File: src/edc_pkg.sv
// Shared types and calendar constants for the day-count-to-date converter.
package edc_pkg;

  localparam int unsigned DAY_W   = 22;
  localparam int unsigned YEAR_W  = 14;
  localparam int unsigned MONTH_W = 4;
  localparam int unsigned MDAY_W  = 5;
  localparam int unsigned LEN_W   = 9;
  localparam int unsigned R400_W  = 9;

  localparam logic [YEAR_W-1:0]  EPOCH_RESET = YEAR_W'(1900);
  localparam logic [YEAR_W-1:0]  CYCLE_400   = YEAR_W'(400);
  localparam logic [R400_W-1:0]  R400_LAST   = R400_W'(399);
  localparam logic [MONTH_W-1:0] JANUARY     = MONTH_W'(1);
  localparam logic [MONTH_W-1:0] FEBRUARY    = MONTH_W'(2);
  localparam logic [MONTH_W-1:0] DECEMBER    = MONTH_W'(12);
  localparam logic [MDAY_W-1:0]  LAST_MDAY   = MDAY_W'(31);

  typedef struct packed {
    logic                is_month;
    logic [1:0]          year_lo;
    logic [R400_W-1:0]   rem400;
    logic [MONTH_W-1:0]  month;
  } len_query_t;

  function automatic logic [LEN_W-1:0] days_in_month(input logic [MONTH_W-1:0] m);
    logic [LEN_W-1:0] d;
    unique case (m)
      4'd4, 4'd6, 4'd9, 4'd11: d = LEN_W'(30);
      4'd2:                    d = LEN_W'(28);
      default:                 d = LEN_W'(31);
    endcase
    return d;
  endfunction

endpackage

File: src/epoch_day_count_to_date.sv
// Day count to Gregorian date converter: top level with sequencer and shared subtractor.
// An accepted beat first finds the base year's place in the 400-year cycle by taking away 400
// repeatedly, then steps whole years from the base year and then whole months; a single
// subtractor removes one year or one month a cycle. The result is loaded into the output
// register from the finishing state, after which the next beat can be accepted. A base
// year above MAX_YEAR skips the stepping and goes straight to the finishing state. The
// input is not ready while a conversion runs, nor while a finished result waits for the
// output register to free up. Counts past 31 December of MAX_YEAR, or a base year above
// MAX_YEAR, give MAX_YEAR-12-31 with the error flag set. Write cfg_wr_en only while idle.
module epoch_day_count_to_date #(
  parameter int unsigned MAX_YEAR = 9999
) (
  input  logic        clk,
  input  logic        rst,
  input  logic        cfg_wr_en,
  input  logic [13:0] cfg_wr_data,    // base year
  input  logic        s_axis_tvalid,
  output logic        s_axis_tready,
  input  logic [23:0] s_axis_tdata,   // [21:0] day_count, [23:22] zero
  output logic        m_axis_tvalid,
  input  logic        m_axis_tready,
  output logic [23:0] m_axis_tdata,   // [13:0] year, [17:14] month, [22:18] day_of_month
  output logic        m_axis_tuser    // range_error
);

  localparam logic [edc_pkg::YEAR_W-1:0] MAX_Y = edc_pkg::YEAR_W'(MAX_YEAR);

  typedef enum logic [2:0] {IDLE, REDUCE, YEARS, MONTHS, FINISH} state_t;

  state_t                         state;
  logic [edc_pkg::YEAR_W-1:0]     base_year;
  logic [edc_pkg::DAY_W-1:0]      days;
  logic [edc_pkg::YEAR_W-1:0]     year;
  logic [edc_pkg::YEAR_W-1:0]     rem400;
  logic [edc_pkg::MONTH_W-1:0]    month;
  logic                           sat;

  edc_pkg::len_query_t            query;
  logic [edc_pkg::LEN_W-1:0]      len;
  logic [edc_pkg::DAY_W:0]        diff;
  logic                           fits;
  logic                           out_free;

  assign query.is_month = (state == MONTHS);
  assign query.year_lo  = year[1:0];
  assign query.rem400   = rem400[edc_pkg::R400_W-1:0];
  assign query.month    = month;

  edc_len u_len (
    .query (query),
    .len   (len)
  );

  assign diff     = {1'b0, days} - (edc_pkg::DAY_W+1)'(len);
  assign fits     = !diff[edc_pkg::DAY_W];
  assign out_free = !m_axis_tvalid || m_axis_tready;

  assign s_axis_tready = (state == IDLE);

  always_ff @(posedge clk) begin
    if (rst) begin
      state         <= IDLE;
      base_year     <= edc_pkg::EPOCH_RESET;
      m_axis_tvalid <= 1'b0;
      m_axis_tdata  <= '0;
      m_axis_tuser  <= 1'b0;
      sat           <= 1'b0;
    end else begin
      if (cfg_wr_en) begin
        base_year <= cfg_wr_data;
      end
      if (m_axis_tvalid && m_axis_tready && state != FINISH) begin
        m_axis_tvalid <= 1'b0;
      end
      unique case (state)
        IDLE: begin
          if (s_axis_tvalid) begin
            days   <= s_axis_tdata[edc_pkg::DAY_W-1:0];
            year   <= base_year;
            rem400 <= base_year;
            month  <= edc_pkg::JANUARY;
            sat    <= (base_year > MAX_Y);
            state  <= (base_year > MAX_Y) ? FINISH : REDUCE;
          end
        end
        REDUCE: begin
          if (rem400 >= edc_pkg::CYCLE_400) begin
            rem400 <= rem400 - edc_pkg::CYCLE_400;
          end else begin
            state <= YEARS;
          end
        end
        YEARS: begin
          if (fits) begin
            if (year >= MAX_Y) begin
              sat   <= 1'b1;
              state <= FINISH;
            end else begin
              days   <= diff[edc_pkg::DAY_W-1:0];
              year   <= year + 1'b1;
              rem400 <= (rem400[edc_pkg::R400_W-1:0] == edc_pkg::R400_LAST) ?
                        '0 : rem400 + 1'b1;
            end
          end else begin
            state <= MONTHS;
          end
        end
        MONTHS: begin
          if (month < edc_pkg::DECEMBER && fits) begin
            days  <= diff[edc_pkg::DAY_W-1:0];
            month <= month + 1'b1;
          end else begin
            state <= FINISH;
          end
        end
        FINISH: begin
          if (out_free) begin
            m_axis_tvalid <= 1'b1;
            m_axis_tuser  <= sat;
            if (sat) begin
              m_axis_tdata <= {1'b0, edc_pkg::LAST_MDAY, edc_pkg::DECEMBER, MAX_Y};
            end else begin
              m_axis_tdata <= {1'b0, edc_pkg::MDAY_W'(days) + 1'b1, month, year};
            end
            state <= IDLE;
          end
        end
        default: state <= IDLE;
      endcase
    end
  end

endmodule

File: src/edc_len.sv
// Length in days of the current year or month, with the Gregorian leap rule.
module edc_len (
  input  edc_pkg::len_query_t          query,
  output logic [edc_pkg::LEN_W-1:0]    len
);

  logic leap;

  assign leap = (query.year_lo == 2'd0) &&
                (query.rem400 != edc_pkg::R400_W'(100)) &&
                (query.rem400 != edc_pkg::R400_W'(200)) &&
                (query.rem400 != edc_pkg::R400_W'(300));

  always_comb begin
    if (!query.is_month) begin
      len = leap ? edc_pkg::LEN_W'(366) : edc_pkg::LEN_W'(365);
    end else if (query.month == edc_pkg::FEBRUARY && leap) begin
      len = edc_pkg::LEN_W'(29);
    end else begin
      len = edc_pkg::days_in_month(query.month);
    end
  end

endmodule
File: config.mk
export PLATFORM = sky130hd
export DESIGN_NAME = epoch_day_count_to_date
export DESIGN_NICKNAME = d
export VERILOG_FILES = /design/src/edc_pkg.sv /design/src/epoch_day_count_to_date.sv /design/src/edc_len.sv
export SDC_FILE = /design/constraint.sdc
export NUM_CORES = 1
export LEC_CHECK = 0
export BUFFER_PORTS_ARGS = -buffer_cell sky130_fd_sc_hd__buf_2
export CAP_MARGIN = 10
export CORE_ASPECT_RATIO = 0.5
export CORE_MARGIN = 10
export CORE_UTILIZATION = 45
export CTS_BUF_LIST = sky130_fd_sc_hd__clkbuf_8
export CTS_CLUSTER_SIZE = 25
export DETAILED_ROUTE_END_ITERATION = 8
export HOLD_SLACK_MARGIN = 0.1
export PLACE_DENSITY = 0.65
export SYNTH_ARGS = -nofsm -noshare
export SYNTH_HDL_FRONTEND = slang
export SYNTH_SLANG_ARGS = --single-unit
File: constraint.sdc
create_clock -name clk -period 5.6 [get_ports clk]
set_input_delay 0 -clock clk [delete_from_list [all_inputs] [get_ports clk]]
set_output_delay 0 -clock clk [all_outputs]
set_load 0.02 [all_outputs]
==> impl_metrics.json, run 1 <==
{
  "cts.sinks": 97,
  "die_w_um": 179,
  "antenna_found_initial": 0,
  "cts_made_buffers": 9,
  "hp-class": "input port to register",
  "numPortBuffers": 66,
  "timing.max_cap.violations": 0,
  "grt_use_met2": 0.244,
  "maxSlewHeadroom": 0.286,
  "cp_max_fo": 8,
  "clkPwrFrac": 0.200,
  "finalWorstSetupSlack_ps": 1280,
  "pre_cts_ws_ps": 1400,
  "min_period_over_period": 0.772,
  "finalSetupViolCount": 0,
  "cts_tree": "built",
  "die_height_um": 99.7,
  "grt_start_max_net_pins": 41,
  "rsz0062_at_grt": "no",
  "grt_pass1_vias": 4529,
  "synth_flop_cell": "edfxtp_1",
  "cts-root-buf": "clkbuf_8",
  "syn_nets": 675,
  "final_common_cell": "nand2_1",
  "nFillCells": 1124,
  "insertion_delay_ps": 380,
  "post_drt_via_cell_ratio": 5.48,
  "p_int_mw": 1.57,
  "die-area_um2": 17900,
  "cts_resized": 0,
  "pwr-share-seq": 0.449,
  "ctsHoldBuffers": 38,
  "endpoint_kind": "register",
  "cts_setup_buffers": 0,
  "drv_slew": 0,
  "grtUsageTotal": 0.157,
  "layout-drive-gt1-share": 0.162,
  "area_delta_synth_final_pct": 16.9,
  "hold_viol_final": 0,
  "avgSynthCellArea_um2": 9.37,
  "fin_skew_ps": 19.1,
  "core_um2": 12100,
  "reg2reg_from": "rem400[4]",
  "period_needed_ps": 4320,
  "wl_per_cell_um": 16.5,
  "switching_share": 0.388,
  "p_sw_uw": 998,
  "regArea_um2": 2480,
  "grt_overflow_total": 0,
  "finalSetupTns_ps": 0,
  "clockBufferDepth": 2,
  "synth_cell_types": 75,
  "timing.fmax_mhz": 231,
  "combPwrFrac": 0.350,
  "dp_hpwl_um": 9940,
  "ys_warn_count": 0,
  "criticalPathCategory": "register to register",
  "syn_area_um2": 5720,
  "cp-startpoint": "rem400[4]",
  "ys_ff_latch": 97,
  "use_met1": 0.217,
  "nets": 757,
  "io_pins": 70,
  "min_from": "rst",
  "layout_common_cells": "nand2_1, buf_2, edfxtp_1",
  "worst_slew_pin_slew_ps": 1070,
  "drcViolationCount": 0,
  "vias": 4725,
  "use_met3": 0.0354,
  "start_util": 0.472,
  "cp.arrival_ps": 4320,
  "firstDrtPassIters": 5,
  "h-tree-depth": 3,
  "syn_inst": 611,
  "grt_busiest_layer": "met2",
  "synth_edf_count": 54,
  "postSynth.asyncResetShare": 0,
  "cp_data_required_time_ps": 5600,
  "powerDensity_nw_per_um2": 384,
  "status": "finished clean",
  "grt_pass1_wl_um": 23400,
  "gp_congestion": 0.844,
  "routed_wl_um": 14200,
  "clkSlewWorstSetupHoldPaths_ps": 110,
  "multi_input_area_um2": 2970,
  "num_rows": 28,
  "dr.first_iter.drc_count": 279,
  "leakage_nw": 2.58,
  "ys_seq_area_frac": 0.434,
  "antenna_cells": 0,
  "vdd_drop_max_uv": 158,
  "ant_nets": 0,
  "start_kind": "register"
}
## worst paths after layout
kind / cells past startpoint / slack (ps) / to
max: 15 / 1280 / rem400[0]
min: 3 / 130 / base_year[4]
max reg2reg: 15 / 1280 / rem400[0]
min reg2reg: 2 / 460 / m_axis_tdata[6]
## per-layer routing
| layer | up-vias | routed length (um) |
|---|---|---|
| met3 | 8 | 831 |
| li1 | 2368 | - |
| met1 | 2213 | 7020 |
| met5 | - | 0 |
| met2 | 136 | 6280 |
| met4 | 0 | 84 |
## state kept, by name, summed over array words and instances, names as in the netlist
register	flops
base_year	14
days	22
m_axis_tdata	23
m_axis_tuser	1
m_axis_tvalid	1
month	4
rem400	14
sat	1
state	3
year	14
## synth_stat cells, types with 8 or more instances
| cell | count | area, um^2 |
|---|---|---|
| edfxtp_1 | 54 | 1620 |
| a31oi_1 | 8 | 50.1 |
| xor2_1 | 26 | 228 |
| nor3_1 | 42 | 210 |
| ha_1 | 20 | 250 |
| nand3_1 | 19 | 95.1 |
| mux2i_1 | 15 | 150 |
| dfxtp_1 | 43 | 861 |
| buf_6 | 8 | 90.1 |
| o21ai_0 | 43 | 215 |
| nor2_1 | 52 | 195 |
| xnor2_1 | 23 | 201 |
| clkbuf_1 | 20 | 75.1 |
| nand4_1 | 8 | 50.1 |
| nand2_1 | 72 | 270 |
| inv_1 | 15 | 56.3 |
| a21oi_1 | 28 | 140 |
## cell families after synthesis
group,count (synthesis),share of synthesized area
and+or+nand+nor,247,0.218
AOI/OAI and AO/OA,125,0.148
DFF,97,0.434
buffers and inverters,55,0.0490
xor gates and xnor gates,49,0.0750
adders and majority gates,21,0.0472
muxes,16,0.0282
other,1,0.000655
## critical path, cell delays in order (launching register included)
cell and delay [ps]:
edfxtp_1 520, inv_1 140, ha_1 250, nand4b_1 110, a21oi_1 80, o21ai_0 480, and2_1 230, o22ai_1 100
ha_1 220, inv_1 70, fa_1 250, nand3_1 140, o22ai_1 230, a211o_1 270, a21oi_1 160, nor3_1 700
## metrics by stage
stage | power (mW) | hold slack, ps | cells | cell area (um^2) | utilization
5_1_grt | 2.75 | 132 | 863 | 6690 | 0.552
3_3_place_gp | 2.03 | 220 | 809 | 6090 | 0.502
3_5_place_dp | 2.05 | 222 | 809 | 6090 | 0.502
4_1_cts | 2.58 | 124 | 863 | 6690 | 0.552
6_report | 2.57 | 134 | 863 | 6690 | 0.552
2_1_floorplan | 1.83 | 129 | 611 | 5720 | -
## final cells by class
class	count	area share
clock inverters	7	0.0142
clock buffers	9	0.0185
flip-flops and latches	97	0.371
inverters	16	0.00898
multi-input cells	459	0.443
well taps	165	0.0309
repair buffers	110	0.113
## power groups by stage
stage	clock network (mW)	logic [mW]	registers, mW
2_1_floorplan	0	0.746	1.09
3_3_place_gp	0	0.864	1.16
3_5_place_dp	0	0.880	1.17
4_1_cts	0.526	0.903	1.15
5_1_grt	0.560	1.01	1.18
6_report	0.515	0.901	1.16
(Power assumes the default switching activity.)
==> run 2: changes to the inputs <==
==> constraint.sdc (replaced) <==
create_clock -name clk -period 4.4 [get_ports clk]
set_input_delay 0 -clock clk [delete_from_list [all_inputs] [get_ports clk]]
set_output_delay 0 -clock clk [all_outputs]
set_load 0.02 [all_outputs]
==> impl_metrics.json, run 2 (same netlist as run 1, synthesis figures left out) <==
{
  "endpoint_kind": "register",
  "num_rows": 28,
  "pre_cts_ws_ps": 330,
  "h-tree-depth": 3,
  "finalWorstSetupSlack_ps": 282,
  "total_power_mw": 3.24,
  "timing.fmax_mhz": 243,
  "ant_nets": 0,
  "cp_data_required_time_ps": 4510,
  "start_kind": "register",
  "grt_pass1_wl_um": 23800,
  "start_util": 0.472,
  "status": "finished clean",
  "antenna_cells": 0,
  "clockBufferDepth": 2,
  "cts_tree": "built",
  "largest_reg_flops": 23,
  "crit_slowest_cell": "edfxtp_1",
  "vias": 4698,
  "grt_overflow_total": 0,
  "die_height_um": 99.7,
  "io_pins": 70,
  "wl_per_cell_um": 16.5,
  "cts-root-buf": "clkbuf_8",
  "insertion_delay_ps": 380,
  "layout_common_cells": "nand2_1, buf_2, edfxtp_1",
  "cp_cell_sequence": "inv_1 -> ha_1 -> nand2_1 -> nor4bb_1 -> o21ai_0 -> and2_1 -> o22ai_1 -> ha_1 -> inv_1 -> fa_1 -> nand3_1 -> o22ai_1 -> a211o_1 -> a21oi_1 -> nor3_2 -> buf_4",
  "vdd_drop_max_uv": 190,
  "fin_skew_ps": 11.0,
  "powerDensity_nw_per_um2": 484,
  "drcViolationCount": 0,
  "instances_no_fill": 867,
  "firstDrtPassIters": 5,
  "design_area_um2": 6690,
  "placed_area_um2": 6120,
  "antenna_found_initial": 0,
  "period_needed_ps": 4120,
  "dr.first_iter.drc_count": 272,
  "cts.sinks": 97,
  "criticalPathCategory": "register to register",
  "cts_setup_buffers": 0,
  "leakage_nw": 2.59,
  "area_delta_synth_final_pct": 17.0,
  "die-area_um2": 17900,
  "finalSetupViolCount": 0,
  "grt_start_max_net_pins": 41,
  "final_common_cell": "nand2_1",
  "clkSlewWorstSetupHoldPaths_ps": 90,
  "min_period_over_period": 0.936,
  "grtUsageTotal": 0.160,
  "crit_path_max_incr_delay_ps": 510,
  "cp_max_fo": 22,
  "cp.arrival_ps": 4230,
  "hp-class": "input port to register",
  "path_delay_family": "compound AO/OA/AOI/OAI gates",
  "finalCoreUtilization": 0.552,
  "worst_slew_pin_slew_ps": 1050,
  "top_register": "m_axis_tdata",
  "cp_num_buf_inv": 3,
  "hold_slack_ps": 129,
  "numPortBuffers": 66,
  "gp_congestion": 0.863,
  "die_w_um": 179,
  "finalSetupTns_ps": 0,
  "timing.max_cap.violations": 0,
  "drv_slew": 0,
  "grt_pass1_vias": 4607,
  "nets": 761,
  "cts_resized": 0,
  "reg.largest.list": "m_axis_tdata (23), days (22)",
  "nFillCells": 1132,
  "dp_cells": 813,
  "cts_made_buffers": 9,
  "routed_wl_um": 14300,
  "dp_hpwl_um": 10100,
  "post_drt_via_cell_ratio": 5.42,
  "hold_viol_final": 0,
  "maxSlewHeadroom": 0.298,
  "layout-drive-gt1-share": 0.165,
  "rsz0062_at_grt": "no",
  "core_um2": 12100
}
-- run 2: final timing paths --
path | slack (ps) | startpoint | to | cells past startpoint
max | 280 | rem400[4] | days[8] | 16
min | 130 | cfg_wr_en | base_year[2] | 3
max reg2reg | 280 | rem400[4] | days[8] | 16
min reg2reg | 460 | m_axis_tdata[12] | m_axis_tdata[12] | 2
-- run 2: power breakdown --
group / total [mW] / internal, mW / switching (mW) / leakage [nW]
sequential: 1.44 / 1.21 / 0.235 / 0.851
clock: 0.593 / 0.263 / 0.330 / 0.101
combinational: 1.20 / 0.491 / 0.712 / 1.64
total: 3.24 / 1.96 / 1.28 / 2.59
-- run 2: per-layer routing --
layer  up-vias  share of wire  GRT usage
met5         -              0          0
met4         0         0.0094     0.0379
met3        10          0.054     0.0405
met2       107           0.44      0.255
met1      2211           0.49      0.215
li1       2370              -          -
-- run 2: cell type report --
class,count,area (um^2),area share
Sequential cell,97,2480,0.371
Inverter,16,60.1,0.00897
Tap cell,165,206,0.0308
Timing Repair Buffer,114,786,0.117
Clock buffer,9,124,0.0185
Clock inverter,7,70.1,0.0105
Multi-Input combinational cell,459,2970,0.443
-- run 2: timing repair --
action,in CTS,in global routing
endpoints found under the setup margin,0,0
hold endpoints to repair,38,0
hold buffers,38,0
-- run 2: worst register-to-register path, delay by kind of cell, from the launching register on --
family,cells,cell delay (ps)
adders and majority gates,3,810
AOI/OAI and AO/OA,5,1240
and+or+nand+nor,5,810
DFF,1,510
buffers and inverters,3,480
==> run 3: changes to the inputs <==
--- a/config.mk
+++ b/config.mk
@@ -10,7 +10,7 @@
 export CORE_ASPECT_RATIO = 0.5
 export CORE_MARGIN = 10
 export CORE_UTILIZATION = 45
-export CTS_BUF_LIST = sky130_fd_sc_hd__clkbuf_8
+export CTS_BUF_LIST = sky130_fd_sc_hd__clkbuf_16
 export CTS_CLUSTER_SIZE = 25
 export DETAILED_ROUTE_END_ITERATION = 8
 export HOLD_SLACK_MARGIN = 0.1
==> impl_metrics.json, run 3 (same netlist as run 1, synthesis figures left out) <==
{
  "status": "finished clean",
  "post_drt_via_cell_ratio": 5.46,
  "ant_nets": 0,
  "dp_hpwl_um": 10100,
  "min_period_over_period": 0.938,
  "cp_num_buf_inv": 3,
  "cp.arrival_ps": 4210,
  "nFillCells": 1116,
  "nets": 761,
  "insertion_delay_ps": 350,
  "period_needed_ps": 4130,
  "drv_slew": 0,
  "criticalPathCategory": "register to register",
  "fin_skew_ps": 9.30,
  "top_register": "m_axis_tdata",
  "h-tree-depth": 3,
  "timing.fmax_mhz": 242,
  "die_height_um": 99.7,
  "cp_data_required_time_ps": 4480,
  "finalSetupTns_ps": 0,
  "pwr-share-seq": 0.420,
  "powerDensity_nw_per_um2": 506,
  "cts_tree": "built",
  "leakage_nw": 2.64,
  "layout-drive-gt1-share": 0.165,
  "grt_pass1_wl_um": 23900,
  "antenna_cells": 0,
  "ff2ff_setup_slack_ps": 270,
  "crit_path_max_incr_delay_ps": 510,
  "crit_slowest_cell": "edfxtp_1",
  "hold_viol_final": 0,
  "hp-class": "input port to register",
  "clkSlewWorstSetupHoldPaths_ps": 70,
  "final_common_cell": "nand2_1",
  "grt_overflow_total": 0,
  "routed_wl_um": 14300,
  "die-area_um2": 17900,
  "area_delta_synth_final_pct": 18.7,
  "cts.sinks": 97,
  "reg.largest.list": "m_axis_tdata (23), days (22)",
  "grt_busiest_layer": "met2",
  "antenna_found_initial": 0,
  "vdd_drop_max_uv": 204,
  "firstDrtPassIters": 4,
  "ctsHoldBuffers": 38,
  "use_met3": 0.0459,
  "numPortBuffers": 66,
  "p_int_mw": 2.14,
  "wl_per_cell_um": 16.5,
  "cts_resized": 0,
  "num_rows": 28,
  "cp_max_fo": 22,
  "worst_slew_pin_slew_ps": 1040,
  "rsz0062_at_grt": "no",
  "finalSetupViolCount": 0,
  "cts_setup_buffers": 0,
  "io_pins": 70,
  "die_w_um": 179,
  "start_util": 0.472,
  "cts-root-buf": "clkbuf_16",
  "path_delay_family": "compound AO/OA/AOI/OAI gates",
  "layout_common_cells": "nand2_1, buf_2, edfxtp_1",
  "clockBufferDepth": 2,
  "clkPwrFrac": 0.231,
  "grtUsageTotal": 0.162,
  "cts_made_buffers": 9,
  "switching_share": 0.377,
  "combPwrFrac": 0.349,
  "grt_pass1_vias": 4638,
  "hold_slack_ps": 152,
  "grt_start_max_net_pins": 41,
  "cp_cell_sequence": "inv_1 -> ha_1 -> nand2_1 -> nor4bb_1 -> o21ai_0 -> and2_1 -> o22ai_1 -> ha_1 -> inv_1 -> fa_1 -> nand3_1 -> o22ai_1 -> a211o_1 -> a21oi_1 -> nor3_2 -> buf_4",
  "p_sw_mw": 1.30,
  "dr.first_iter.drc_count": 298,
  "maxSlewHeadroom": 0.303,
  "use_met1": 0.216,
  "largest_reg_flops": 23,
  "core_um2": 12100,
  "vias": 4738,
  "grt_use_met2": 0.253,
  "start_kind": "register",
  "endpoint_kind": "register",
  "gp_congestion": 0.863,
  "drcViolationCount": 0,
  "timing.max_cap.violations": 0
}
run 3: final timing paths:
path,from,end,cells past startpoint
worst max-delay path,rem400[4],days[8],16
worst min register to register,m_axis_tdata[12],m_axis_tdata[12],2
worst max register to register,rem400[4],days[8],16
worst min-delay path,cfg_wr_en,base_year[2],3
run 3: final cells by class:
class,count,area [um^2],area share
clock buffer,9,225,0.0331
clock inverter,7,70.1,0.0103
inverter,16,60.1,0.00884
multi-input combinational,459,2970,0.436
sequential,97,2480,0.365
tap,165,206,0.0304
timing repair buffer,114,786,0.116
run 3: power by group through the flow:
| stage | clock network [mW] | registers [mW] | logic, mW |
|---|---|---|---|
| 3_5_place_dp | 0 | 1.46 | 1.17 |
| 6_report | 0.795 | 1.44 | 1.20 |
| 3_3_place_gp | 0 | 1.45 | 1.15 |
| 5_1_grt | 0.852 | 1.48 | 1.35 |
| 4_1_cts | 0.814 | 1.44 | 1.20 |
| 2_1_floorplan | 0 | 1.38 | 0.951 |
run 3: worst reg2reg max path, cell delays in order, from the launching register on:
cell and delay, ps:
edfxtp_1 510, inv_1 160, ha_1 190, nand2_1 60, nor4bb_1 260, o21ai_0 250
and2_1 250, o22ai_1 180, ha_1 190, inv_1 60, fa_1 430, nand3_1 150
o22ai_1 120, a211o_1 350, a21oi_1 330, nor3_2 80, buf_4 270
run 3: metal layers:
layer  wire (um)  vias up
met5           0        -
met4         144        0
met3        1030       12
met2        6370      142
met1        6770     2208
li1            -     2376
run 3: per-stage QoR:
stage	std cells	power, mW	cell area [um^2]	setup WS [ps]	utilization
after floorplan	611	2.34	5730	424	-
after global placement	813	2.60	6120	425	0.505
after detailed placement	813	2.63	6120	330	0.505
after CTS	867	3.46	6800	320	0.561
after global routing	867	3.68	6800	21.9	0.561
final	867	3.44	6800	274	0.561
